### config.mk
export PLATFORM = sky130hd
export DESIGN_NAME = tprc_parse
export DESIGN_NICKNAME = d
export VERILOG_FILES = /design/src/design/tcp_probe_reply_classifier_core_assert.svh /design/src/design/tprc_pkg.sv /design/src/design/tprc_parse.sv
export SDC_FILE = /design/constraint.sdc
export NUM_CORES = 1
export LEC_CHECK = 0
export ABC_AREA = 1
export BUFFER_PORTS_ARGS = -buffer_cell sky130_fd_sc_hd__buf_2
export CORE_MARGIN = 5
export CORE_UTILIZATION = 45
export DETAILED_ROUTE_END_ITERATION = 8
export PLACE_DENSITY = 0.68
export SLEW_MARGIN = 20
export SYNTH_ARGS = -nofsm -noshare
export SYNTH_HDL_FRONTEND = slang
export SYNTH_SLANG_ARGS = --single-unit
export TNS_END_PERCENT = 30
### constraint.sdc
create_clock -name clock -period 2.6 [get_ports clock]
set_input_delay 0 -clock clock [delete_from_list [all_inputs] [get_ports clock]]
set_output_delay 0 -clock clock [all_outputs]
set_load 0.05 [all_outputs]
### src/design/tcp_probe_reply_classifier_core_assert.svh
// assertion macros for the tcp probe reply classifier
`ifndef TCP_PROBE_REPLY_CLASSIFIER_CORE_ASSERT_SVH
`define TCP_PROBE_REPLY_CLASSIFIER_CORE_ASSERT_SVH

`ifndef SYNTHESIS
`define TPRC_ASSERT_IMPLIES(label, clk, rst, cond, prop) \
   label: assert property (@(posedge clk) disable iff (rst) (cond) |-> (prop)) \
      else $error("tprc assertion failed");
`define TPRC_ASSERT_NEXT(label, clk, rst, cond, prop) \
   label: assert property (@(posedge clk) disable iff (rst) (cond) |=> (prop)) \
      else $error("tprc assertion failed");
`else
`define TPRC_ASSERT_IMPLIES(label, clk, rst, cond, prop)
`define TPRC_ASSERT_NEXT(label, clk, rst, cond, prop)
`endif

`endif

### src/design/tprc_pkg.sv
// shared types and constants of the tcp probe reply classifier
package tprc_pkg;

   localparam int DEFAULT_TABLE_PORTS = 1024;
   localparam logic [10:0] PORT_COUNT_RESET = 11'd1024;

   localparam int BYTE_W   = 8;
   localparam int INDEX_W  = 10;
   localparam int PORT_W   = 16;
   localparam int COUNT_W  = 16;
   localparam int PCOUNT_W = 11;
   localparam int CSR_IDX_W = 2;
   localparam int CSR_DATA_W = 16;

   localparam logic [7:0] ETH_LEN   = 8'd14;
   localparam logic [3:0] MIN_WORDS = 4'd5;
   localparam logic [7:0] TCP_CAPTURE_LEN = 8'd14;
   localparam logic [7:0] FLAG_SYN  = 8'h02;
   localparam logic [7:0] FLAG_RST  = 8'h04;
   localparam logic [7:0] FLAG_ACK  = 8'h10;
   localparam logic [COUNT_W-1:0] COUNT_MAX = '1;

   typedef enum logic {
      CMD_BYTE = 1'b0,
      CMD_READ = 1'b1
   } command_type;

   typedef enum logic {
      KIND_FRAME = 1'b0,
      KIND_READ  = 1'b1
   } kind_type;

   typedef enum logic [2:0] {
      VERDICT_RECORDED  = 3'd0,
      VERDICT_BAD_IP    = 3'd1,
      VERDICT_BAD_TCP   = 3'd2,
      VERDICT_OTHER     = 3'd3,
      VERDICT_RANGE     = 3'd4,
      VERDICT_TRUNCATED = 3'd5
   } verdict_type;

   typedef enum logic [1:0] {
      STATUS_UNKNOWN = 2'd0,
      STATUS_OPEN    = 2'd1,
      STATUS_CLOSED  = 2'd2
   } status_type;

   typedef enum logic [CSR_IDX_W-1:0] {
      CSR_SCAN_MODE  = 2'd0,
      CSR_PROBE_PORT = 2'd1,
      CSR_FIRST_PORT = 2'd2,
      CSR_PORT_COUNT = 2'd3
   } csr_index_type;

   typedef struct packed {
      logic [7:0]        total;
      logic [3:0]        ip_words;
      logic [3:0]        tcp_words;
      logic [PORT_W-1:0] src_port;
      logic [PORT_W-1:0] dst_port;
      logic [7:0]        flags;
   } frame_info_type;

endpackage

### src/design/tprc_parse.sv
// frame byte parser that captures ip and tcp header fields
module tprc_parse
   import tprc_pkg::*;
(
   input  logic              clock,
   input  logic              reset,
   input  logic              byte_vld,
   input  logic [BYTE_W-1:0] data_byte,
   input  logic              last_byte,
   output frame_info_type    frame_nxt
);

   localparam logic [7:0] OFF_SRC_HI = 8'd0;
   localparam logic [7:0] OFF_SRC_LO = 8'd1;
   localparam logic [7:0] OFF_DST_HI = 8'd2;
   localparam logic [7:0] OFF_DST_LO = 8'd3;
   localparam logic [7:0] OFF_DOFF   = 8'd12;
   localparam logic [7:0] OFF_FLAGS  = 8'd13;
   localparam logic [7:0] POS_MAX    = '1;

   logic [7:0]        byte_pos_ff;
   logic [3:0]        ip_words_ff;
   logic [3:0]        tcp_words_ff;
   logic [PORT_W-1:0] src_port_ff;
   logic [PORT_W-1:0] dst_port_ff;
   logic [7:0]        flags_ff;

   logic [7:0] tcp_start;
   logic [7:0] tcp_off;

   always_comb begin
      frame_nxt.total     = (byte_pos_ff == POS_MAX) ? POS_MAX : byte_pos_ff + 8'd1;
      frame_nxt.ip_words  = ip_words_ff;
      frame_nxt.tcp_words = tcp_words_ff;
      frame_nxt.src_port  = src_port_ff;
      frame_nxt.dst_port  = dst_port_ff;
      frame_nxt.flags     = flags_ff;
      tcp_start = ETH_LEN + {2'b00, ip_words_ff, 2'b00};
      tcp_off   = byte_pos_ff - tcp_start;
      if (byte_pos_ff == ETH_LEN) begin
         frame_nxt.ip_words = data_byte[3:0];
      end else if (byte_pos_ff > ETH_LEN && ip_words_ff >= MIN_WORDS) begin
         if (byte_pos_ff >= tcp_start && byte_pos_ff < tcp_start + TCP_CAPTURE_LEN) begin
            case (tcp_off)
               OFF_SRC_HI: frame_nxt.src_port[15:8] = data_byte;
               OFF_SRC_LO: frame_nxt.src_port[7:0]  = data_byte;
               OFF_DST_HI: frame_nxt.dst_port[15:8] = data_byte;
               OFF_DST_LO: frame_nxt.dst_port[7:0]  = data_byte;
               OFF_DOFF:   frame_nxt.tcp_words      = data_byte[7:4];
               OFF_FLAGS:  frame_nxt.flags          = data_byte;
               default:    frame_nxt.flags          = flags_ff;
            endcase
         end
      end
   end

   always_ff @(posedge clock) begin
      if (reset || (byte_vld && last_byte)) begin
         byte_pos_ff  <= '0;
         ip_words_ff  <= '0;
         tcp_words_ff <= '0;
         src_port_ff  <= '0;
         dst_port_ff  <= '0;
         flags_ff     <= '0;
      end else if (byte_vld) begin
         byte_pos_ff  <= frame_nxt.total;
         ip_words_ff  <= frame_nxt.ip_words;
         tcp_words_ff <= frame_nxt.tcp_words;
         src_port_ff  <= frame_nxt.src_port;
         dst_port_ff  <= frame_nxt.dst_port;
         flags_ff     <= frame_nxt.flags;
      end
   end

endmodule

[Yosys cells after proc, flatten, opt, wreduce, memory -nomap -nowiden]
Index checks and enable logic that the tools add are counted.
Operators by class
  muxes and demuxes: 11
  magnitude comparators: 4
  reductions and logical operators: 5
  eq/ne operators: 7
  add/subtract/negate cells: 4
Operators with widths (count)
  $mux 44: 3
  $mux 8: 6
  $eq 8x4->1 const B: 3
  $eq 8x2->1 const B: 2
  $add 7x4->8 const B: 1
  $add 8x1->8 const B: 1
  $eq 8x1->1 const B: 1
  $eq 8x8->1 const B: 1
  $ge 8x7->1: 1
  $gt 8x4->1 const B: 1
  $logic_not 8->1: 1
  $lt 8x8->1: 1
  $mux 4: 2
  $sub 8x7->8: 1
  $add 4x6->7 const A: 1
  $ge 4x3->1 const B: 1
  $logic_and 1x1->1: 3
  $logic_or 1x1->1: 1
Word-level totals
  word-level logic and storage cells: 37
  flip-flop bits (word level): 56
  output and inout port bits: 56
  bits of input ports: 12

[Logic depth before layout (Yosys ltp)]
Gate-level depths: netlist of run 1.
  depth after elaboration: 7
  mapped depth: 21

[Worst setup path after synthesis of run 1]
No wires, ideal clock.
  kind: register to output
  start: reg ip_words_ff[0]
  end: out frame_nxt[10] (netlist name)
  buffers on the path: 0
  path slack: -0.109 ns
  required time: 2.600 ns
  arrival time: 2.709 ns
  cell stages (with the launch flop): 18
  path through: dfxtp_1 inv_1 ha_1 inv_1 nand2_1 nand2_1 inv_1 ha_1 xor2_1 ha_1 nand2_1 o21ai_0 nor2_4 nand2_8 nor2_8 nand3_4 nand2_2 nand2_1
RTL lines
  from (decl): line tprc_parse.sv:22  | logic [3:0] ip_words_ff;
  from (signal assigned): line tprc_parse.sv:67  | ip_words_ff <= frame_nxt.ip_words;
  to (decl): line tprc_parse.sv:10  | output frame_info_type frame_nxt

==> flow_metrics.tcl, run 1 <==
set metrics [dict create \
    outcome "finished with violations" \
    failed_checks "negative setup slack" \
    grt_pass1_vias 4442 \
    area_growth_pct 45.2 \
    synthFlopType "dfxtp_1" \
    grtUsageTotal_pct 22.5 \
    vdd_drop_max_mv 0.245 \
    busiest_layer "met2" \
    place_hpwl_mm 8.55 \
    wire_per_inst_um 15.2 \
    cts_buffers 5 \
    maxCapViolations 0 \
    hold_path.class "in -> reg" \
    fillers 783 \
    grt_util_met3_pct 3.43 \
    placed_cell_area_um2 5100 \
    diodes 0 \
    fin_cells 918 \
    numClockSinks 56 \
    ys_ff_latch 56 \
    synth_top_area_share_pct 25.5 \
    yosys_warnings 0 \
    grt_util_met1_pct 27.6 \
    yosys.area_share.simple_pct 51.9 \
    rows 36 \
    powerDensity_nw_per_um2 385 \
    synth-edff-count 0 \
    tritoncts "done" \
    grt_max_degree 56 \
    ios 68 \
    fin_area_um2 6390 \
    synth_compound_area_share_pct 4.94 \
    cp.arrival_ns 3.17 \
    layout.nets 814 \
    min_period_ns 3.17 \
    die-area_um2 11900 \
    synth-adder-area-share_pct 5.29 \
    fin_skew_ns 0.0141 \
    hold_viol 0 \
    clk_pin_slew_ns 0.11 \
    syn-num-nets 682 \
    crit_type "reg -> out" \
    start_kind "flip-flop" \
    syn_area_per_cell_um2 6.75 \
    ys_types 41 \
    rsz0062_at_grt "yes" \
    yosys.area.top_type "dfxtp_1" \
    synthCells 652 \
    drc_errors 0 \
    worst_slack_ns -0.570 \
    worstSetupEndpointType "output port" \
    maxSlewHeadroom_pct 29.4 \
    finalSetupViolCount 88 \
    io_buffers 67 \
    holdWs_ns 0.183 \
    crit_fanout 7 \
    synth_top_family_by_area "simple AND/OR/NAND/NOR gates" \
    drt.antenna.violating_nets 0 \
    drv_slew 0 \
    synth.mux.area_fraction_pct 0 \
    start_util_pct 45.7 \
    use_met2_pct 39.6 \
    vias_per_cell 5.18 \
    drt_iter0_drc 408 \
    clockBufferDepth 2 \
    core_area_um2 9640 \
    synth_xor_area_share_pct 0.796 \
    syn-cell-area_um2 4400 \
    die-height_um 109 \
    max_freq_mhz 315 \
    grt_pass1_wl_mm 21.3 \
    vias 4752 \
    pre_cts_slack_ns -0.293 \
    yosys-top-cells-area "dfxtp_1 25%, nand2_1 12%, nor2_1 8.8%" \
    dp.cells 853 \
    overflow 0 \
    h-tree-depth 2 \
    die_x_um 109 \
    finalCritPeriodShare_pct 122 \
    antenna_found_initial 0 \
    worst_skew_pair.late_latency_ns 0.33 \
    async_flop_share_pct 0 \
    seq_area_frac_synth_pct 25.5 \
    root_buffer "clkbuf_8" \
    wl_mm 13.9 \
    final_layout_size_suffix_gt1_share_pct 41.3 \
    firstDrtPassIters 5 \
    power.leakage_nw 3.39 \
    critPathRequiredTime_ns 2.60 \
    gp_congestion 0.868 \
    worst_pin_slew_ns 1.06 \
]
[timing repair]
action | CTS | global route
pin swaps | 30 | 46
buffers inserted | 26 | 27
gates cloned | 2 | 1
endpoints found under the hold margin | 1 | 0
hold buffers | 2 | 0
gates resized for setup | 126 | 59
setup endpoints to repair | 88 | 88
[logic make-up (layout without fill, tap and decap cells)]
family	after synthesis	in the layout
other cells	1	1
flops	56	56
xor+xnor	4	4
buf+inv	119	251
simple gates	414	415
fa+ha+maj	18	18
compound gates	40	40
[worst max-delay path, stage by stage (launching register included)]
cell and delay [ns]:
dfxtp_2 0.37, inv_2 0.06, ha_4 0.15, inv_2 0.06, nand2_2 0.06, nand2_2 0.07, inv_2 0.05, ha_4 0.15
xor2_1 0.15, ha_1 0.30, nand2_2 0.11, nor2_2 0.05, o21ai_1 0.06, inv_1 0.08, nor2_4 0.16, nand2_8 0.15
buf_6 0.16, nor2_4 0.18, nand3_4 0.12, nand2_1 0.11, nand2_2 0.08, buf_6 0.16
[worst paths after layout]
path              slack (ns)  cells after the start            from             end
setup / recovery       -0.57                     21  ip_words_ff[0]   frame_nxt[42]
setup reg to reg       -0.41                     22  ip_words_ff[0]     flags_ff[2]
hold reg to reg         0.56                      4  src_port_ff[4]  src_port_ff[4]
hold / removal          0.18                      5    data_byte[4]  src_port_ff[4]
[sequential cells by signal (all words and copies together), names as in the netlist]
register / count
flags_ff: 8
ip_words_ff: 4
byte_pos_ff: 8
dst_port_ff: 16
tcp_words_ff: 4
src_port_ff: 16
[where the power goes]
group,internal [mW],switching [mW],leakage [nW]
registers,0.903,0.0476,0.460
clock network,0.194,0.326,0.0456
logic,0.373,0.616,2.89
total,1.47,0.989,3.39
[layout by cell type, fill, tap and decap left out, types with 2 or more instances in the layout]
cell	n
a21oi_1	15
buf_12	8
buf_2	23
buf_4	65
buf_6	28
buf_8	23
clkbuf_8	5
clkinv_2	2
dfxtp_1	54
dfxtp_2	2
dlygate4sd3_1	2
ha_1	13
ha_2	2
ha_4	2
inv_1	81
inv_2	9
nand2_1	94
nand2_2	45
nand2_4	31
nand2_8	6
nand3_1	23
nand3_2	37
nand3_4	6
nand4_1	47
nand4_2	2
nor2_1	101
nor2_2	6
nor2_4	6
nor2_8	5
o21ai_0	17
o21ai_1	2
o21ai_2	3
xor2_1	2
[layer usage]
| metal | share of wire (%) | vias up |
|---|---|---|
| met4 | 2.6 | 0 |
| met3 | 6.0 | 31 |
| li1 | - | 2337 |
| met1 | 40 | 2229 |
| met5 | 0 | - |
| met2 | 51 | 155 |
[stage by stage]
step                setup TNS (ns)  utilization (%)  power [mW]
finish                      -32.27             66.3        2.46
global route                -47.93             66.3        2.58
CTS                         -27.17             61.3        2.38
detailed placement          -19.54             53.0        1.75
global placement             -9.12             53.0        1.73
floorplan                        0                -        1.56
[cell usage after synthesis, types with 2 or more instances]
master	n
o21ai_1	2
nand2_2	40
nor2_8	5
o21ai_0	19
buf_2	6
nor2_2	4
nor2_4	5
xor2_1	3
inv_1	85
inv_2	5
nand4_1	47
clkbuf_1	10
nor2_1	103
dfxtp_1	56
nand2_1	135
buf_4	6
nand4_2	2
nand3_1	23
a21oi_1	16
buf_1	2
nand3_4	5
ha_1	17
nand3_2	38
[cell type report]
type                       instances  area, um2  area share [%]
clock buffer                       6       72.6            1.13
clock inverter                     2       13.8           0.215
inverter                          92        347            5.42
multi-input combinational        478       3180            49.7
sequential                        56       1120            17.6
tap                              133        166            2.60
timing repair buffer             151       1500            23.4
No activity file was read; power rests on OpenSTA's default activity.
==> run 2, diff against run 1 <==
BUFFER_PORTS_ARGS = -buffer_cell sky130_fd_sc_hd__buf_4   (was -buffer_cell sky130_fd_sc_hd__buf_2)
CTS_BUF_LIST = sky130_fd_sc_hd__clkbuf_4   (was not set)
SKIP_CTS_REPAIR_TIMING = 1   (was not set)
==> run 2 against run 1 <==
The flow still finishes with violations (negative setup slack). Combinational power down 10%. Cell count fell by 4.1%. Die area is the same. Final area decreased by 9.7%. Count of clock-buffer cells in the layout unchanged. Worst setup slack improved by 0.049 ns. Register-to-register slack improved by 0.24 ns. Routed wire length decreased by 15%. Clock skew grew 0.0013 ns. Hold slack got worse by 0.16 ns. Critical path depth down 4. Non-clock buffer count decreased by 37. Critical path type unchanged. Largest cell class unchanged.
==> flow_metrics.tcl, run 2 (same netlist as run 1, synthesis figures left out) <==
set metrics [dict create \
    outcome "finished with violations" \
    failed_checks "negative setup slack" \
    numClockSinks 56 \
    clkPwrFrac_pct 19.2 \
    h-tree-depth 2 \
    critPathRequiredTime_ns 2.60 \
    core_area_um2 9640 \
    power.leakage_nw 3.14 \
    rsz0062_at_grt "yes" \
    final_common_cell "nor2_1" \
    worstSetupEndpointType "output port" \
    drt.antenna.violating_nets 0 \
    tritoncts "done" \
    p_switching_mw 0.923 \
    p_int_mw 1.34 \
    maxSlewHeadroom_pct 26.5 \
    die_x_um 109 \
    layout_common_cells "102 x nor2_1, 94 x nand2_1, 81 x inv_1" \
    wire_per_inst_um 13.5 \
    cts_buffers 5 \
    worst_slack_ns -0.521 \
    finalPower_mw 2.27 \
    firstDrtPassIters 5 \
    reg2reg_slack_ns -0.17 \
    clk_pin_slew_ns 0.18 \
    finalSetupViolCount 88 \
    hold_viol 0 \
    holdWs_ns 0.0275 \
    max_freq_mhz 320 \
    grtUsageTotal_pct 19.8 \
    rows 36 \
    crit_type "reg -> out" \
    fillers 873 \
    grt_pass1_wl_mm 18.9 \
    io_buffers 67 \
    place_hpwl_mm 8.13 \
    pwr-share-comb_pct 39.2 \
    wl_mm 11.9 \
    finalCritPeriodShare_pct 120 \
    final_layout_size_suffix_gt1_share_pct 37.9 \
    worst_pin_slew_ns 1.10 \
    maxCapViolations 0 \
    clockBufferDepth 2 \
    hold_path.class "in -> reg" \
    pwr-share-seq_pct 41.6 \
    layout.nets 776 \
    ios 68 \
    antenna_found_initial 0 \
    vias_per_cell 5.05 \
    fin_area_um2 5780 \
    vias 4444 \
    start_util_pct 45.7 \
    powerDensity_nw_per_um2 392 \
    drc_errors 0 \
    diodes 0 \
    fin_skew_ns 0.0154 \
    vdd_drop_max_mv 0.196 \
    die-height_um 109 \
    top_regs "dst_port_ff: 16 flops, src_port_ff: 16 flops" \
    drt_iter0_drc 236 \
    drv_slew 0 \
    placed_cell_area_um2 5250 \
    overflow 0 \
    root_buffer "clkbuf_4" \
    cp.arrival_ns 3.12 \
    grt_max_degree 92 \
    grt_pass1_vias 4034 \
    start_kind "flip-flop" \
    gp_congestion 0.831 \
    fin_util_pct 59.9 \
    switching_share_pct 40.8 \
    min_period_ns 3.12 \
    die-area_um2 11900 \
    worst_skew_pair.late_latency_ns 0.42 \
    crit_fanout 8 \
    area_growth_pct 31.2 \
]
## run 2: cell count changes in the layout (fill, tap and decap cells not counted), sizes merged
cell      change
buf          -38
clkbuf        +1
nor2          -1
inv           -1
clkinvlp      +1
## run 2: worst paths after layout
| kind | end | depth (start not counted) | from |
|---|---|---|---|
| hold / removal | tcp_words_ff[1] | 5 | data_byte[5] |
| setup / recovery | frame_nxt[39] | 17 | ip_words_ff[1] |
| setup reg to reg | dst_port_ff[2] | 19 | ip_words_ff[1] |
| hold reg to reg | src_port_ff[4] | 4 | src_port_ff[4] |
## run 2: layout make-up
class                           count  area, um2  share of cell area [%]
Clock buffer                        6       45.0                   0.780
Clock inverter                      2       16.3                   0.282
Inverter                           92        347                    6.00
Multi-Input combinational cell    477       2940                    50.9
Sequential cell                    56       1120                    19.5
Tap cell                          133        166                    2.88
Timing Repair Buffer              114       1140                    19.7
## run 2: critical path: stages, from the launching register on
cell and delay (ns):
dfxtp_2 0.36, o21ai_2 0.13, xor2_1 0.21, inv_1 0.11
ha_4 0.17, xor2_1 0.15, ha_1 0.31, nand2_2 0.09
nor2_2 0.03, o21ai_1 0.06, inv_1 0.07, nor2_4 0.13
nand2_8 0.14, nor2_8 0.18, nand3_4 0.17, nand2_2 0.13
nand2_2 0.06, buf_4 0.19
## run 2: stage by stage
step                setup slack [ns]  setup TNS, ns  instances
detailed placement            -0.191         -11.28        854
global placement              -0.139          -6.63        854
global route                  -0.733         -43.03        880
CTS                           -0.674         -33.17        862
finish                        -0.521         -24.35        880
floorplan                    0.00297              0        652
## run 2: metal layers
layer  vias up  GRT usage [%]  wire (um)
li1       2264              -          -
met1      2055           26.0       5270
met2       106           32.9       5730
met3        19           3.37        615
met4         0           6.40        269
met5         -              0          0
## run 2: power by group through the flow
stage,logic (mW),registers (mW),clock network [mW]
floorplan,0.612,0.952,0
global placement,0.801,0.956,0
detailed placement,0.815,0.958,0
CTS,0.819,0.940,0.449
global route,0.964,0.950,0.484
finish,0.889,0.942,0.434
==> run 3, diff against run 2 <==
ABC_CLOCK_PERIOD_IN_PS = 2600   (was not set)
CELL_PAD_IN_SITES_DETAIL_PLACEMENT = 0   (was not set)
CELL_PAD_IN_SITES_GLOBAL_PLACEMENT = 1   (was not set)
CORE_UTILIZATION = 38   (was 45)
PLACE_DENSITY = not set   (was 0.68)
PLACE_DENSITY_LB_ADDON = 0.1   (was not set)
==> run 3 against run 2 <==
The run still ends with negative setup slack left. Utilization is 8.0 points lower. Non-clock buffer count rose by 8. Final area up 2.2%. Largest cell class unchanged. Largest power group unchanged.
==> flow_metrics.tcl, run 3 (same netlist as run 1, synthesis figures left out) <==
set metrics [dict create \
    wire_per_inst_um 14.0 \
    tritoncts "done" \
    worst_skew_pair.late_latency_ns 0.43 \
    clk_pin_slew_ns 0.17 \
    vdd_drop_max_mv 0.253 \
    min_period_ns 3.13 \
    hold_viol 0 \
    busiest_layer "met2" \
    placed_cell_area_um2 5350 \
    die-area_um2 13800 \
    grt_util_met3_pct 3.17 \
    clockBufferDepth 2 \
    worstSetupEndpointType "output port" \
    rows 39 \
    ios 68 \
    crit_type "reg -> out" \
    maxCapViolations 0 \
    cp.buffers_inverters 3 \
    holdWs_ns 0.0311 \
    worst_pin_slew_ns 0.739 \
    wl_mm 12.6 \
    final_layout_size_suffix_gt1_share_pct 37.5 \
    r2r_start "ip_words_ff[1]" \
    overflow 0 \
    final_common_cell "nor2_1" \
    grt_pass1_vias 4107 \
    rsz0062_at_grt "yes" \
    h-tree-depth 2 \
    critPathRequiredTime_ns 2.60 \
    path_cells "o21ai_2 -> xor2_1 -> inv_1 -> ha_4 -> xor2_1 -> ha_1 -> nand2_1 -> nor2_1 -> o21ai_1 -> inv_1 -> nor2_4 -> nand2_8 -> nor2_8 -> nand3_4 -> nand2_4 -> nand2_4 -> buf_8" \
    maxSlewHeadroom_pct 50.7 \
    hold_path.class "in -> reg" \
    grt_pass1_wl_mm 20.4 \
    layout_common_cells "103 x nor2_1, 99 x nand2_1, 81 x inv_1" \
    powerDensity_nw_per_um2 402 \
    power.leakage_nw 3.20 \
    cpPeakStageDelay_ns 0.36 \
    start_util_pct 38.7 \
    cp_top_family "simple AND/OR/NAND/NOR gates" \
    grtUsageTotal_pct 17.7 \
    multi_input_area_um2 2990 \
    drt_iter0_drc 186 \
    min-delay-start "data_byte[7]" \
    fin_skew_ns 0.0181 \
    die_x_um 118 \
    fin_util_pct 51.9 \
    max_freq_mhz 320 \
    finalSetupViolCount 85 \
    vias_per_cell 4.90 \
    top_regs "dst_port_ff: 16 flops, src_port_ff: 16 flops" \
    vias 4398 \
    core_area_um2 11400 \
    drt.antenna.violating_nets 0 \
    worst_slack_ns -0.529 \
    regArea_um2 1120 \
    antenna_found_initial 0 \
    firstDrtPassIters 4 \
    finalPower_mw 2.37 \
    io_buffers 67 \
    slowest_stage "dfxtp_2" \
    grt_max_degree 59 \
    pre_cts_slack_ns -0.170 \
    crit_start "ip_words_ff[1]" \
    fillers 1140 \
    start_kind "flip-flop" \
    drc_errors 0 \
    numClockSinks 56 \
    cts_buffers 5 \
    outcome "finished with violations" \
    place_hpwl_mm 9.08 \
    dp.cells 873 \
    grt_util_met1_pct 23.9 \
    root_buffer "clkbuf_4" \
    area_growth_pct 34.0 \
    finalCritPeriodShare_pct 120 \
    drv_slew 0 \
    use_met2_pct 28.7 \
    layout.nets 784 \
    gp_congestion 0.853 \
    fin_cells 898 \
    fin_area_um2 5900 \
    failed_checks "negative setup slack" \
    die-height_um 118 \
    fin_setup_tns_ns -24.88 \
    cp.arrival_ns 3.13 \
    crit_fanout 8 \
    diodes 0 \
]
## run 3: final timing paths
| kind | end | slack (ns) | cells after the start |
|---|---|---|---|
| worst max-delay path | frame_nxt[39] | -0.53 | 17 |
| worst min-delay path | src_port_ff[7] | 0.03 | 5 |
| worst max register to register | src_port_ff[12] | -0.22 | 19 |
| worst min register to register | src_port_ff[1] | 0.57 | 4 |
## run 3: power by group
group / leakage, nW / internal [mW] / total, mW / switching (mW)
combinational: 2.69 / 0.327 / 0.905 / 0.578
sequential: 0.460 / 0.904 / 0.943 / 0.0390
clock: 0.0456 / 0.212 / 0.526 / 0.313
total: 3.20 / 1.44 / 2.37 / 0.930
## run 3: worst register-to-register path, stage by stage, from the launching register on
cell     delay (ns)
dfxtp_2        0.36
o21ai_2        0.14
xor2_1         0.20
inv_1          0.10
ha_4           0.17
xor2_1         0.16
ha_1           0.29
nand2_1        0.08
nor2_1         0.05
o21ai_1        0.06
inv_1          0.07
nor2_4         0.14
nand2_8        0.14
nor2_8         0.18
buf_6          0.13
nand4_1        0.17
buf_4          0.20
nand3_2        0.06
nand2_1        0.05
inv_1          0.04
## run 3: metal layers
| layer | vias up | share of wire [%] |
|---|---|---|
| met5 | - | 0 |
| met4 | 0 | 2.0 |
| met1 | 2042 | 48 |
| met3 | 13 | 3.3 |
| li1 | 2282 | - |
| met2 | 61 | 46 |
## run 3: layout make-up
cell class,count,share of cell area (%)
flip-flops and latches,56,19.0
clock inverters,2,0.594
clock buffers,6,0.763
multi-input cells,477,50.7
well taps,143,3.03
inverters,92,5.87
repair buffers,122,20.0
